--- src/hdl/pde_pkg.sv ---
// Shared types, widths and helpers for the polynomial derivative evaluator.
// Used by pde_prep, pde_step and poly_derivative_eval; depends on nothing.

package pde_pkg;

  // falling factorial (base+order)!/base!, used at elaboration only
  function automatic int fall_fac(input int base, input int order);
    int acc;
    int j;
    acc = 1;
    for (j = 1; j <= order; j++) begin
      acc = acc * (base + j);
    end
    return acc;
  endfunction

  localparam int MAX_DEGREE = 5;
  localparam int NUM_TERMS  = MAX_DEGREE + 1;

  localparam int DATA_W  = 32;
  localparam int TIME_W  = 31;
  localparam int ORDER_W = 3;
  localparam int DEG_W   = 3;
  localparam int FRAC_W  = 16;
  localparam int SUM_W   = DEG_W + 1;

  localparam int NUM_ORDERS = 2 ** ORDER_W;

  localparam int FAC_W   = $clog2(fall_fac(0, MAX_DEGREE) + 1);
  localparam int SCALE_W = DATA_W + FAC_W + 1;
  localparam int PROD_W  = 2 * DATA_W;
  localparam int WIDE_W  = PROD_W - FRAC_W + 1;

  // half an LSB of the result, added before the shift for round-half-up
  localparam logic signed [PROD_W-1:0] ROUND_HALF = PROD_W'(1) << (FRAC_W - 1);

  localparam int CFG_IDX_W = $clog2(NUM_TERMS + 2);

  // total register depth of prep and of all Horner steps
  localparam int PIPE_LAT = 2 + 2 * NUM_TERMS;

  // configuration register map; coefficients follow the base index
  typedef enum logic [CFG_IDX_W-1:0] {
    CFG_DEGREE    = 0,
    CFG_DURATION  = 1,
    CFG_COEF_BASE = 2
  } cfg_reg_e;

  typedef logic [NUM_TERMS-1:0][DATA_W-1:0] coef_vec_t;

  typedef struct packed {
    logic [DEG_W-1:0]  degree;
    logic [TIME_W-1:0] duration_limit;
    coef_vec_t         coef;
  } cfg_t;

  typedef struct packed {
    logic signed [DATA_W-1:0] time_point;
    logic [ORDER_W-1:0]       deriv_order;
  } cmd_t;

  typedef struct packed {
    logic signed [DATA_W-1:0] value;
    logic                     overflow;
  } res_t;

  // one beat in flight through the Horner chain; top lane sits at the MSB
  typedef struct packed {
    logic [TIME_W-1:0]        t;
    logic [NUM_TERMS-1:0]     en;
    coef_vec_t                d;
    logic signed [DATA_W-1:0] acc;
    logic                     ovf;
  } beat_t;

  // saturate a wide signed value to DATA_W; MSB of the result flags clipping
  function automatic logic [DATA_W:0] sat_wide(input logic signed [WIDE_W-1:0] x);
    logic clip;
    clip = !((&x[WIDE_W-1:DATA_W-1]) || !(|x[WIDE_W-1:DATA_W-1]));
    if (!clip) begin
      return {1'b0, x[DATA_W-1:0]};
    end else if (x[WIDE_W-1]) begin
      return {1'b1, 1'b1, {(DATA_W-1){1'b0}}};
    end else begin
      return {1'b1, 1'b0, {(DATA_W-1){1'b1}}};
    end
  endfunction

endpackage

--- src/hdl/pde_prep.sv ---
// Front end of the evaluator: time clamp, lane enables, derivative coefficients.
// Two register stages. Depends on pde_pkg.

module pde_prep (
  input  logic             clk_i,
  input  logic             rst_ni,
  input  logic             valid_i,
  input  pde_pkg::cmd_t    cmd_i,
  input  pde_pkg::cfg_t    cfg_i,
  output logic             valid_o,
  output pde_pkg::beat_t   beat_o
);

  // stage 1 registers
  logic                            v1_q;
  logic [pde_pkg::TIME_W-1:0]      t1_q, t1_d;
  logic [pde_pkg::ORDER_W-1:0]     n1_q;
  logic [pde_pkg::NUM_TERMS-1:0]   en1_q, en1_d;
  logic [pde_pkg::DEG_W-1:0]       deg_eff;

  // stage 2 registers
  logic                            v2_q;
  pde_pkg::beat_t                  beat_q, beat_d;

  pde_pkg::coef_vec_t              d2;
  logic [pde_pkg::NUM_TERMS-1:0]   lane_ovf;

  // clamp time, cap degree, enable lanes with i + n <= degree
  always_comb begin
    deg_eff = (cfg_i.degree > pde_pkg::DEG_W'(pde_pkg::MAX_DEGREE)) ?
              pde_pkg::DEG_W'(pde_pkg::MAX_DEGREE) : cfg_i.degree;
    if (cmd_i.time_point[pde_pkg::DATA_W-1]) begin
      t1_d = '0;
    end else if (cmd_i.time_point[pde_pkg::TIME_W-1:0] > cfg_i.duration_limit) begin
      t1_d = cfg_i.duration_limit;
    end else begin
      t1_d = cmd_i.time_point[pde_pkg::TIME_W-1:0];
    end
    for (int i = 0; i < pde_pkg::NUM_TERMS; i++) begin
      en1_d[i] = (pde_pkg::SUM_W'(i) + pde_pkg::SUM_W'(cmd_i.deriv_order))
                 <= pde_pkg::SUM_W'(deg_eff);
    end
  end

  // scale coef[i+n] by (i+n)!/i! in each lane
  for (genvar i = 0; i < pde_pkg::NUM_TERMS; i++) begin : g_lane
    logic [pde_pkg::DATA_W-1:0]        cand [pde_pkg::NUM_ORDERS];
    logic [pde_pkg::FAC_W-1:0]         fac_tab [pde_pkg::NUM_ORDERS];
    logic [pde_pkg::DATA_W-1:0]        sel;
    logic [pde_pkg::FAC_W-1:0]         fac;
    logic signed [pde_pkg::SCALE_W-1:0] prod;
    logic [pde_pkg::DATA_W:0]          sat;

    for (genvar k = 0; k < pde_pkg::NUM_ORDERS; k++) begin : g_ord
      if (i + k < pde_pkg::NUM_TERMS) begin : g_in
        assign cand[k]    = cfg_i.coef[i + k];
        assign fac_tab[k] = pde_pkg::FAC_W'(pde_pkg::fall_fac(i, k));
      end else begin : g_out
        assign cand[k]    = '0;
        assign fac_tab[k] = '0;
      end
    end

    assign sel  = cand[n1_q];
    assign fac  = fac_tab[n1_q];
    assign prod = $signed(sel) * $signed({1'b0, fac});
    assign sat  = pde_pkg::sat_wide(pde_pkg::WIDE_W'(prod));
    assign d2[i]       = sat[pde_pkg::DATA_W-1:0];
    assign lane_ovf[i] = sat[pde_pkg::DATA_W] & en1_q[i];
  end

  // assemble the beat for the Horner chain
  always_comb begin
    beat_d     = '0;
    beat_d.t   = t1_q;
    beat_d.en  = en1_q;
    beat_d.d   = d2;
    beat_d.acc = '0;
    beat_d.ovf = |lane_ovf;
  end

  // valid bits
  always_ff @(posedge clk_i or negedge rst_ni) begin
    if (!rst_ni) begin
      v1_q <= 1'b0;
      v2_q <= 1'b0;
    end else begin
      v1_q <= valid_i;
      v2_q <= v1_q;
    end
  end

  // payload, advances every cycle
  always_ff @(posedge clk_i) begin
    t1_q   <= t1_d;
    n1_q   <= cmd_i.deriv_order;
    en1_q  <= en1_d;
    beat_q <= beat_d;
  end

  assign valid_o = v2_q;
  assign beat_o  = beat_q;

endmodule

--- config.mk ---
export PLATFORM = sky130hd
export DESIGN_NAME = pde_prep
export DESIGN_NICKNAME = d
export VERILOG_FILES = /design/src/hdl/pde_pkg.sv /design/src/hdl/pde_prep.sv
export SDC_FILE = /design/constraint.sdc
export NUM_CORES = 2
export LEC_CHECK = 0
export BUFFER_PORTS_ARGS = -buffer_cell sky130_fd_sc_hd__clkbuf_2
export CAP_MARGIN = 25
export CORE_AREA = 2 2 223 390
export CTS_CLUSTER_SIZE = 28
export DETAILED_ROUTE_END_ITERATION = 8
export DIE_AREA = 0 0 225 392
export GPL_ROUTABILITY_DRIVEN = 0
export MAX_ROUTING_LAYER = met4
export PLACE_DENSITY = 0.7
export SYNTH_ARGS = -nofsm -noshare
export SYNTH_HDL_FRONTEND = slang
export SYNTH_SLANG_ARGS = --single-unit
--- constraint.sdc ---
create_clock -name clk_i -period 9 [get_ports clk_i]
set_input_delay 1.35 -clock clk_i [delete_from_list [all_inputs] [get_ports clk_i]]
set_output_delay 1.35 -clock clk_i [all_outputs]
set_load 0.1 [all_outputs]
# Yosys cells after proc, flatten, opt, wreduce, memory -nomap -nowiden
# Memories as Yosys holds them, arrays and structs flattened.
# Index checks and enable logic that the tools add are counted.
# Widths: inputs -> output; s select.
[op_classes]
bitwise = 7
n_mul = 6
magnitude_cmp = 9
n_reduce_logical = 25
add_sub_neg = 5
n_mux = 44
[ops]
columns = ["operator", "count"]
rows = [
  ["$bmux 32 s3", 6],
  ["$mux 32", 18],
  ["$mul 32x8->40", 6],
  ["$mux 33", 6],
  ["$mux 7", 12],
  ["$reduce_and 9->1", 6],
  ["$reduce_or 9->1", 6],
  ["$gt 31x31->1", 1],
  ["$mux 31", 1],
  ["$le 4x3->1", 5],
  ["$add 2x3->4 const A", 2],
  ["$add 3x3->4 const A", 2],
  ["$and 1x1->1", 6],
  ["$logic_not 1->1", 6],
  ["$logic_or 1x1->1", 6],
  ["$reduce_or 6->1", 1],
  ["$add 1x3->4 const A", 1],
  ["$ge 4x4->1 const B", 1],
  ["$not 3->4", 1],
  ["$gt 3x3->1 const B", 1],
  ["$le 3x3->1", 1],
  ["$mux 3", 1],
]
[word_totals]
rom_bits = 336
in_bits = 264
output_inout_bits = 263
memories = 6
reg_bits = 272
[mem_list]
columns = ["memory", "depth", "word_bits", "rd", "rd_clocked_by_memory_dff", "wr", "line_no", "rtl"]
rows = [
  ["(no name shown)", 8, 7, 1, 0, 0, "pde_prep.sv:65", "assign fac = fac_tab[n1_q];"],
  ["(no name shown)", 8, 7, 1, 0, 0, "pde_prep.sv:65", ""],
  ["(no name shown)", 8, 7, 1, 0, 0, "pde_prep.sv:65", ""],
  ["(no name shown)", 8, 7, 1, 0, 0, "pde_prep.sv:65", ""],
  ["(no name shown)", 8, 7, 1, 0, 0, "pde_prep.sv:65", ""],
  ["(no name shown)", 8, 7, 1, 0, 0, "pde_prep.sv:65", ""],
]

# Longest topological paths before layout
[logic_depth]
depth_word = 11
ltp_mapped = 31

# Worst setup path before layout
# OpenSTA, ideal clock, no wires.
[synth_timing]
path_type = "register to register"
from = "register n1_q[0] (netlist bit)"
to = "register beat_q, in the netlist beat_o[70]"
t_required_ps = 8868
path_slack_ps = 1877
n_path_buf = 6
arrival_time_ps = 6991
path_stages_with_launch = 29
cell_sequence = "dfxtp_1 clkbuf_1 buf_1 buf_1 clkbuf_1 buf_1 o22a_1 nor2_1 fa_1 inv_1 fa_1 inv_1 fa_1 inv_1 fa_1 inv_1 ha_1 o21a_1 o31a_1 o21ai_0 a211oi_1 o21a_1 a31oi_1 o2111a_1 or3_1 inv_1 and2_1 buf_2 o21ai_0"
[synth_lines]
columns = ["element", "line_no", "rtl"]
rows = [
  ["start, declared", "pde_prep.sv:17", "logic [pde_pkg::ORDER_W-1:0] n1_q;"],
  ["start signal, assigned", "pde_prep.sv:96", "n1_q <= cmd_i.deriv_order;"],
  ["end signal, assigned", "pde_prep.sv:98", "beat_q <= beat_d;"],
  ["end, declared", "pde_prep.sv:23", "pde_pkg::beat_t beat_q, beat_d;"],
]

==> results.cfg <==
[synthesis]
synth_most_common_cell = inv_1
synth_common_cells = inv_1 (854), nor2_1 (748), ha_1 (527)
yosys.area.top_type = fa_1
syn_area_per_cell_um2 = 8.20
synth-edff-count = 0
netlist_top_cells_area = fa_1 (23%), ha_1 (16%), dfxtp_1 (13%), inv_1 (7.6%), nor2_1 (6.7%)
yosysTopAreaCellShare_pct = 23.3
synth_seq_cells = 272
synthFlopType = dfxtp_1
syn_inst = 5140
yosysSeqAreaShare_pct = 12.9
async_flop_share_pct = 0.735
syn_area_mm2 = 0.0422
synthDistinctLibCells = 95
ys.warnings.count = 0

[floorplanning]
die-area_mm2 = 0.0882
die_y_um = 392
initial_core_util_pct = 49.6
io_pins = 527
fp-row-count = 142
coreArea_mm2 = 0.0851
die_w_um = 225

[pwr]
power_frac_comb_pct = 62.7
swShare_pct = 58.4
peakVddDrop_uv = 222
p_switching_w = 0.00473
seqPwrFrac_pct = 20.4
p_int_w = 0.00337
power_density_mw_per_mm2 = 172
power.leakage_nw = 25.5
p_clk_share_pct = 16.9

[drt]
routed.top_layer = met4
met2_length_um = 73500
wirelength_um = 154000
wire_per_inst_um = 23.0
m1WireLength_um = 50300
met3WireLength_um = 15200
drtPass1Iterations = 6
vias_per_cell = 5.87
ant_nets = 0
routed-via-count = 39300
drc = 0
drtIter0Drc = 3440

[worst_setup_path]
crit_required_ns = 9.51
slowest_delay_ns = 0.83
cp-end-kind = register
crit_fanout = 53
critPathKind = register to register
crit_slowest_cell = o21ai_0
start_kind = register
reg2reg_depth = 23
arrival_ns = 9.14
cp.depth = 23
cp_num_buf_inv = 4
crit_path_frequent_cell = fa_1
critical_path.top_delay_family = compound AO/OA/AOI/OAI gates
path_cells = buf_4 -> mux2i_1 -> nor2_1 -> o21ai_0 -> fa_1 -> inv_1 -> fa_1 -> fa_1 -> inv_1 -> fa_1 -> inv_1 -> ha_1 -> nand4_1 -> nor4_2 -> o21ai_1 -> a211o_1 -> a211oi_2 -> a41oi_1 -> xnor2_1 -> and4_1 -> a31oi_2 -> o21ai_0 -> nand4b_1

[placed_design]
place.port_buffers = 494
dpl.hpwl_um = 130000

[global_route]
grt_max_degree = 109
first_global_vias = 40200
grt_overflow = 0
track_usage_pct = 35.7
antenna_found_initial = 29
grt_pass1_wl_um = 229000

[flow_run]
maxCapViolations = 0

[clock_network]
cts_sinks = 272
cts_root_buf = clkbuf_16
post_cts_buffers = 0
hold_buffers = 0
cts_buffers = 30
cts_tree = built
ctsResizeCount = 0
path_clk_slew_ns = 0.09
htree_num_levels = 1
clkLatencyLatePin_ns = 0.68
cts_buffer_depth = 3

[cells_and_area]
synthToLayoutAreaGrowth_pct = 11.8
nNetsFinal = 6843
drive_above_1_share_pct = 13.9

[timing]
fin_skew_ns = 0.0325
max_slew.worst_pin.slew_ns = 1.03
slew_headroom_pct = 29.2
setup_tns_ns = 0
rsz0062_at_grt = false
timing.fmax_mhz = 116
post-route-period-util_pct = 95.9
hold_ws_ns = 0.320
hold_viol = 0
fin_crit_ns = 8.63
setup_viol = 0
slew_viol_final = 0

[worst_hold_path]
min_path_type = register to register
min_path_cells = 0

[run_status]
run_status = finished, final reports clean
## sequential cells by signal, indices dropped and copies added, names as in the netlist
register / count
v1_q: 1
en1_q: 6
t1_q: 31
beat_o: 230
n1_q: 3
valid_o: 1
## per-layer routing
| metal | up-vias | global-route usage (%) |
|---|---|---|
| li1 | 17600 | - |
| met1 | 18800 | 35.4 |
| met2 | 2189 | 59.2 |
| met3 | 691 | 9.23 |
| met4 | 0 | 28.5 |
| met5 | - | - |
## area by class of cell
cell class	count	area [µm²]
repair buffers	607	3400
clock buffers	33	762
inverters	856	3210
fillers	8028	38000
diodes	28	70.1
multi-input cells	3794	32600
well taps	1080	1350
flip-flops and latches	272	5460
clock inverters	23	309
## kinds of logic (layout without fill, tap and decap cells)
| family | after synthesis | after routing | share of synthesized area (%) |
|---|---|---|---|
| simple gates | 1467 | 1467 | 15.7 |
| buf+inv | 1105 | 1519 | 10.3 |
| other cells | 1 | 60 | 0.00889 |
| mux | 202 | 202 | 4.82 |
| fa+ha+maj | 1018 | 1018 | 38.9 |
| compound gates | 918 | 918 | 14.0 |
| flops | 272 | 272 | 12.9 |
| xor+xnor | 157 | 157 | 3.26 |
## per-stage QoR
stage	total power, W	cell area [µm²]	worst slack [ns]	util, %	instances
5_1_grt	0.00846	47100	0.0861	55.4	6689
3_3_place_gp	0.00666	46000	0.373	54.0	6608
3_5_place_dp	0.00668	46000	0.354	54.0	6608
6_report	0.00810	47100	0.370	55.4	6693
2_1_floorplan	0.00546	42300	1.88	-	5171
4_1_cts	0.00807	47100	0.598	55.3	6664
## power groups by stage
stage / combinational, W / clock, W / sequential [W]
2_1_floorplan: 0.00182 / 0 / 0.00364
3_3_place_gp: 0.00498 / 0 / 0.00168
3_5_place_dp: 0.00500 / 0 / 0.00168
4_1_cts: 0.00503 / 0.00139 / 0.00166
5_1_grt: 0.00536 / 0.00143 / 0.00167
6_report: 0.00508 / 0.00137 / 0.00165
## final timing paths
| kind | start | slack (ns) | end |
|---|---|---|---|
| max | n1_q[0] | 0.37 | beat_o[0] |
| max in group asynchronous | rst_ni | 8.44 | v1_q |
| min in group asynchronous | rst_ni | 0.46 | v1_q |
| min reg2reg | t1_q[7] | 0.32 | beat_o[238] |
| min | t1_q[7] | 0.32 | beat_o[238] |
| max reg2reg | n1_q[0] | 0.37 | beat_o[0] |
## cell usage in the layout (no fill, tap or decap), types with 153 or more instances in the layout
| cell | Yosys | layout |
|---|---|---|
| inv_1 | 854 | 854 |
| nor2_1 | 748 | 745 |
| ha_1 | 527 | 527 |
| clkbuf_2 | 0 | 494 |
| fa_1 | 491 | 491 |
| a21oi_1 | 291 | 289 |
| nand2_1 | 268 | 268 |
| dfxtp_1 | 270 | 267 |
| mux2i_1 | 195 | 195 |
| o21ai_0 | 153 | 153 |
## worst register-to-register path: cells and delay by family (launching register included)
kind	cells	cell delay [ns]
compound gates	7	2.89
xor+xnor	1	0.21
fa+ha+maj	5	2.22
buf+inv	4	0.77
flops	1	0.44
mux	1	0.76
simple gates	5	1.18
Note: power is estimated with default switching activity, not from simulation.
